==> src/rtl/tensor_transpose_index_map_unit_assert.svh <==
// assertion macros for the transpose index mapper
// no dependencies; define NO_ASSERTIONS to compile them out
`ifndef TENSOR_TRANSPOSE_INDEX_MAP_UNIT_ASSERT_SVH
`define TENSOR_TRANSPOSE_INDEX_MAP_UNIT_ASSERT_SVH
`ifndef NO_ASSERTIONS
`define TTIM_ASSERT_IMPLY(lbl, clk, rst_n, a, c) \
  lbl: assert property (@(posedge clk) disable iff (!rst_n) (a) |-> (c)) \
    else $error("implication check failed");
`define TTIM_ASSERT_NEXT(lbl, clk, rst_n, a, c) \
  lbl: assert property (@(posedge clk) disable iff (!rst_n) (a) |=> (c)) \
    else $error("next-cycle check failed");
`else
`define TTIM_ASSERT_IMPLY(lbl, clk, rst_n, a, c)
`define TTIM_ASSERT_NEXT(lbl, clk, rst_n, a, c)
`endif
`endif

==> src/rtl/ttim_pkg.sv <==
// shared types, constants and helper functions of the transpose index mapper
// no dependencies
package ttim_pkg;

  localparam int IW           = 32;
  localparam int SW           = 16;
  localparam int AXES         = 6;
  localparam int MAX_RANK     = 6;
  localparam int AXIS_SLOTS   = 8;
  localparam int RANK_W       = 3;
  localparam int ORDER_W      = 18;
  localparam int DIMS_W       = 48;
  localparam int CFG_IDX_W    = 3;
  localparam int STATUS_W     = 2;
  localparam int DIV_BITS     = 2;
  localparam int DIV_STAGES   = IW / DIV_BITS;
  localparam int UNIT_STAGES  = DIV_STAGES + 2;
  localparam int FRONT_STAGES = 8;
  localparam int LATENCY      = FRONT_STAGES + 1 + AXES * UNIT_STAGES + 1;

  localparam logic [CFG_IDX_W-1:0] REG_RANK  = 3'd0;
  localparam logic [CFG_IDX_W-1:0] REG_REV   = 3'd1;
  localparam logic [CFG_IDX_W-1:0] REG_ORDER = 3'd2;
  localparam logic [CFG_IDX_W-1:0] REG_OUTER = 3'd3;
  localparam logic [CFG_IDX_W-1:0] REG_INNER = 3'd4;

  localparam logic [STATUS_W-1:0] STATUS_OK        = 2'd0;
  localparam logic [STATUS_W-1:0] STATUS_BAD_ORDER = 2'd1;
  localparam logic [STATUS_W-1:0] STATUS_RANGE     = 2'd2;

  typedef struct packed {
    logic                      err;
    logic [IW:0]               count;
    logic [AXES-1:0][SW-1:0]   size;
    logic [AXES-1:0][IW-1:0]   stride;
  } ttim_derived_t;

  typedef struct packed {
    logic                valid;
    logic [IW-1:0]       num;
    logic [SW-1:0]       rem;
    logic [IW-1:0]       acc;
    logic [STATUS_W-1:0] status;
  } ttim_item_t;

  typedef struct packed {
    logic [SW-1:0] rem;
    logic [IW-1:0] num;
  } ttim_div_t;

  // restoring division, DIV_BITS quotient bits shifted into num
  function automatic ttim_div_t ttim_div_step(ttim_div_t cur, logic [SW-1:0] d);
    ttim_div_t   r;
    logic [SW:0] t;
    r = cur;
    for (int b = 0; b < DIV_BITS; b++) begin
      t = {r.rem, r.num[IW-1]};
      if (t >= {1'b0, d}) begin
        r.rem = SW'(t - {1'b0, d});
        r.num = {r.num[IW-2:0], 1'b1};
      end else begin
        r.rem = t[SW-1:0];
        r.num = {r.num[IW-2:0], 1'b0};
      end
    end
    return r;
  endfunction

  // element count saturating at 2^IW, which is beyond any index
  function automatic logic [IW:0] ttim_sat_mul(logic [IW:0] a, logic [SW-1:0] b);
    logic [IW+SW:0] p;
    p = {{SW{1'b0}}, a} * {{(IW+1){1'b0}}, b};
    if (p > {{SW{1'b0}}, 1'b1, {IW{1'b0}}}) begin
      return {1'b1, {IW{1'b0}}};
    end
    return p[IW:0];
  endfunction

endpackage

==> src/rtl/ttim_axis_unit.sv <==
// one output axis: pipelined divide by the axis size, then coordinate times stride
// depends on ttim_pkg
module ttim_axis_unit (
  input  logic                         clk,
  input  logic                         rst_n,
  input  ttim_pkg::ttim_item_t         in_item,
  input  logic [ttim_pkg::SW-1:0]      divisor,
  input  logic [ttim_pkg::IW-1:0]      stride,
  output ttim_pkg::ttim_item_t         out_item
);

  ttim_pkg::ttim_item_t div_r   [ttim_pkg::DIV_STAGES];
  ttim_pkg::ttim_item_t div_nxt [ttim_pkg::DIV_STAGES];

  for (genvar s = 0; s < ttim_pkg::DIV_STAGES; s++) begin : g_div
    ttim_pkg::ttim_item_t src;
    ttim_pkg::ttim_div_t  cur;
    ttim_pkg::ttim_div_t  res;
    if (s == 0) begin : g_first
      always_comb begin
        src     = in_item;
        src.rem = '0;
      end
    end else begin : g_rest
      assign src = div_r[s-1];
    end
    always_comb begin
      cur.rem = src.rem;
      cur.num = src.num;
      res     = ttim_pkg::ttim_div_step(cur, divisor);
      div_nxt[s]     = src;
      div_nxt[s].rem = res.rem;
      div_nxt[s].num = res.num;
    end
    always_ff @(posedge clk) begin
      if (!rst_n) begin
        div_r[s].valid <= 1'b0;
      end else begin
        div_r[s] <= div_nxt[s];
      end
    end
  end

  // num now holds the quotient, rem the coordinate on this axis
  ttim_pkg::ttim_item_t     mul_r;
  logic [ttim_pkg::IW-1:0]  prod_r;
  ttim_pkg::ttim_item_t     add_r;
  ttim_pkg::ttim_item_t     add_nxt;

  always_comb begin
    add_nxt     = mul_r;
    add_nxt.acc = mul_r.acc + prod_r;
  end

  always_ff @(posedge clk) begin
    if (!rst_n) begin
      mul_r.valid <= 1'b0;
      add_r.valid <= 1'b0;
    end else begin
      mul_r  <= div_r[ttim_pkg::DIV_STAGES-1];
      prod_r <= ttim_pkg::IW'(
                  {{(ttim_pkg::IW-ttim_pkg::SW){1'b0}}, div_r[ttim_pkg::DIV_STAGES-1].rem}
                  * stride);
      add_r  <= add_nxt;
    end
  end

  assign out_item = add_r;

endmodule

==> config.mk <==
export PLATFORM = sky130hd
export DESIGN_NAME = ttim_axis_unit
export DESIGN_NICKNAME = d
export VERILOG_FILES = /design/src/rtl/tensor_transpose_index_map_unit_assert.svh /design/src/rtl/ttim_pkg.sv /design/src/rtl/ttim_axis_unit.sv
export SDC_FILE = /design/constraint.sdc
export NUM_CORES = 2
export LEC_CHECK = 0
export BUFFER_PORTS_ARGS = -buffer_cell sky130_fd_sc_hd__clkbuf_2
export CELL_PAD_IN_SITES_DETAIL_PLACEMENT = 1
export CELL_PAD_IN_SITES_GLOBAL_PLACEMENT = 1
export CORE_ASPECT_RATIO = 0.8
export CORE_MARGIN = 3
export CORE_UTILIZATION = 53
export DETAILED_ROUTE_END_ITERATION = 12
export PLACE_DENSITY = 0.81
export SYNTH_ARGS = -nofsm -noshare
export SYNTH_HDL_FRONTEND = slang
export SYNTH_SLANG_ARGS = --single-unit
==> constraint.sdc <==
create_clock -name clk -period 11.53 [get_ports clk]
set_input_delay 2.306 -clock clk [delete_from_list [all_inputs] [get_ports clk]]
set_output_delay 2.306 -clock clk [all_outputs]
set_load 0.03 [all_outputs]
==> reports/results.ini <==
[floorplanning]
fp.dieW_um=461
core_area_um2=163000
die_h_um=370
initial_core_util_pct=53.8
io-pin-count=216
die_footprint_um2=170000
rows=132

[global_route]
grt_start_max_net_pins=181
antenna_found_initial=6
global_route.overflow_total=0
track_usage_pct=27.2
via_count_of_the_first_global_routing_pass=62200
first_pass_grt_wire_length_mm=360

[finish]
layout_common_cells=1508 x sky130_fd_sc_hd__edfxtp_1, 594 x sky130_fd_sc_hd__ha_1, 589 x sky130_fd_sc_hd__inv_1
drive_above_1_share_pct=13.1
layout.nets=8296
area_delta_synth_final_pct=10.5
mostFrequentLayoutCell=sky130_fd_sc_hd__edfxtp_1

[worst_setup_path]
critical_path_peak_fanout=22
timing.critical_path.slowest_cell_delay_ns=0.76
worstSetupStartpointType=primary input
worstPathArrival_ns=9.55
critical_path_top_delay_cell=sky130_fd_sc_hd__o21ai_0
setup.worst_path.end_class=flop
timing.reg2reg.setup_slack_ns=3.80
cell_chain_of_the_critical_path=clkbuf_2, inv_2, buf_4, ha_1, nor2b_1, o31ai_1, a211oi_1, o21ai_1, a21oi_1, or2_1, o21ai_0, inv_1, ha_1, nor2b_1, o31a_1, o41ai_1, o21ai_0, o211ai_1, a21boi_0, or2_2, mux2_2
crit-reg2reg-launch=div_r[1][623]
rr_endpoint=prod_r[24]
worstPathRequired_ns=12.09
timing.setup.critical_path_class=in -> reg
ff2ff_path_depth=20

[sta]
worst_pin_slew_ns=1.23
report.final.setup_viol=0
share_of_the_clock_period_used_by_the_worst_path_pct=78.0
period_needed_ns=8.99
timing.final.hold_violations=0
finalSetupTns_ns=0
maxSlewViolCount=0
rsz0062_at_grt=no
max_slew_margin_pct=17.9
final.setup_skew_ns=0.0584
fmax_ghz=0.111

[yosys]
synth_enable_flop_cells=1508
synthArstFlopShare_pct=0
post_synth_inst_count=6928
synth_flop_cell=sky130_fd_sc_hd__edfxtp_1
avgSynthCellArea_um2=12.7
synth_area_um2=87700
ys_warn_count=0
synth_seq_cells=1526
ys_top_cells_by_area=sky130_fd_sc_hd__edfxtp_1 52%, sky130_fd_sc_hd__ha_1 8.5%, sky130_fd_sc_hd__fa_1 7.7%
area_share_of_the_largest_cell_type_after_synthesis_pct=51.6
synth_largest_area_cell=sky130_fd_sc_hd__edfxtp_1
synthesis.nets=7991
synth.yosys.seq_area_share_pct=52.0
synth.lib_cells_used.distinct=101

[clocking]
cts_sinks=1526
clock_tree_from_tritoncts=built
post_cts_resized=0
cts.clk_slew.worst_paths_ns=0.07
clockBufferDepth=3
cts_setup_buffers=0
insertion_delay_ns=0.82
cts.root.buffer_cell=sky130_fd_sc_hd__clkbuf_16
cts.hold.buffers_added=0
cts_buffers=155
ctsHtreeMaxLevel=4

[worst_hold_path]
hold_path_class=reg -> reg
hold_path.startpoint=div_r[1][25]
timing.hold.worst_path_depth=0
hold_end=div_r[1][108]

[drt]
routed_via_density=6.07
num_vias=57700
wl_mm=232
dr.first_iter.drc_count=4680
detail_route.wl_per_cell_um=24.4
first_pass_iteration_count_of_the_detailed_router=5
residual_drc_count=0
ant_nets=0

[placement]
gp_congestion=0.887
io_buffers=199
place.detailed.hpwl_mm=162

[status]
status=finished clean

[flow_run]
cap_viol_max_count=0

## area by class of cell
type                       count  area (um^2)
multi-input combinational   4682        39300
clock inverter               105         1390
timing repair buffer         275         1670
clock buffer                 179         4020
fill                       16200        66300
sequential                  1526        45600
antenna                        4         10.0
tap                         2144         2680
inverter                     593         2230
## Yosys cell counts, types with 54 or more instances
library cell and n:
sky130_fd_sc_hd__a211oi_1 55, sky130_fd_sc_hd__a21o_1 120, sky130_fd_sc_hd__a21oi_1 350, sky130_fd_sc_hd__and2_1 165, sky130_fd_sc_hd__clkbuf_1 95, sky130_fd_sc_hd__edfxtp_1 1508
sky130_fd_sc_hd__fa_1 336, sky130_fd_sc_hd__ha_1 594, sky130_fd_sc_hd__inv_1 591, sky130_fd_sc_hd__mux2_2 343, sky130_fd_sc_hd__mux2i_1 57, sky130_fd_sc_hd__nand2_1 457
sky130_fd_sc_hd__nand2b_1 54, sky130_fd_sc_hd__nand3_1 83, sky130_fd_sc_hd__nand4_1 91, sky130_fd_sc_hd__nor2_1 337, sky130_fd_sc_hd__nor2b_1 93, sky130_fd_sc_hd__nor3_1 163
sky130_fd_sc_hd__o21a_1 109, sky130_fd_sc_hd__o21ai_0 238, sky130_fd_sc_hd__xnor2_1 284, sky130_fd_sc_hd__xor2_1 120
## cells by family after synthesis
group	count (synthesis)	share of synthesized area, %
AO/OA/AOI/OAI	1282	9.83
XOR/XNOR	404	4.03
adder cells (fa/ha/maj)	930	16.1
buffers and inverters	720	3.20
flip-flops	1526	52.0
multiplexers	427	5.49
AND/OR/NAND/NOR	1639	9.28
## metrics by stage
| stage | instances | utilization [%] | cell area (um^2) | worst slack, ns | hold WS (ns) |
|---|---|---|---|---|---|
| floorplan | 6928 | - | 87700 | 2.83 | 0.400 |
| global placement | 9220 | 56.1 | 91500 | 2.26 | 0.400 |
| detailed placement | 9220 | 56.1 | 91500 | 2.02 | 0.405 |
| CTS | 9504 | 59.4 | 96900 | 2.69 | 0.383 |
| global route | 9508 | 59.4 | 96900 | 2.17 | 0.399 |
| finish | 9508 | 59.4 | 96900 | 2.54 | 0.389 |
## how the worst max path moves through the flow
stage,startpoint,endpoint,slack (ns),cells past startpoint
2_1_floorplan,divisor[1],div_r[1][125],2.83,23
3_3_place_gp,divisor[3],div_r[1][125],2.26,22
3_5_place_dp,divisor[3],div_r[1][125],2.02,22
4_1_cts,divisor[1],div_r[1][294],2.69,21
5_1_grt,divisor[1],div_r[1][294],2.17,21
6_report,divisor[1],div_r[1][294],2.54,21
## metal layers
| metal | up-vias | global-route usage [%] | wire length [um] |
|---|---|---|---|
| met5 | - | 0 | 0 |
| met2 | 1815 | 46.0 | 114000 |
| li1 | 26100 | - | - |
| met3 | 560 | 4.15 | 12400 |
| met1 | 29300 | 35.0 | 96700 |
| met4 | 0 | 11.3 | 9510 |
## worst max-delay path: cells and delay by family
| family | cells | cell delay [ns] |
|---|---|---|
| AOI/OAI and AO/OA | 10 | 3.57 |
| and+or+nand+nor | 4 | 1.44 |
| buffers and inverters | 4 | 1.16 |
| adders and majority gates | 2 | 0.65 |
| muxes | 1 | 0.37 |
## state kept, by name (all words and copies together), names as in the netlist
signal / count
mul_r: 32
add_nxt: 51
out_item: 83
div_r: 1328
prod_r: 32
Power is not shown: default switching activity piles up to over one toggle a cycle in this logic, so the estimate is an artifact.
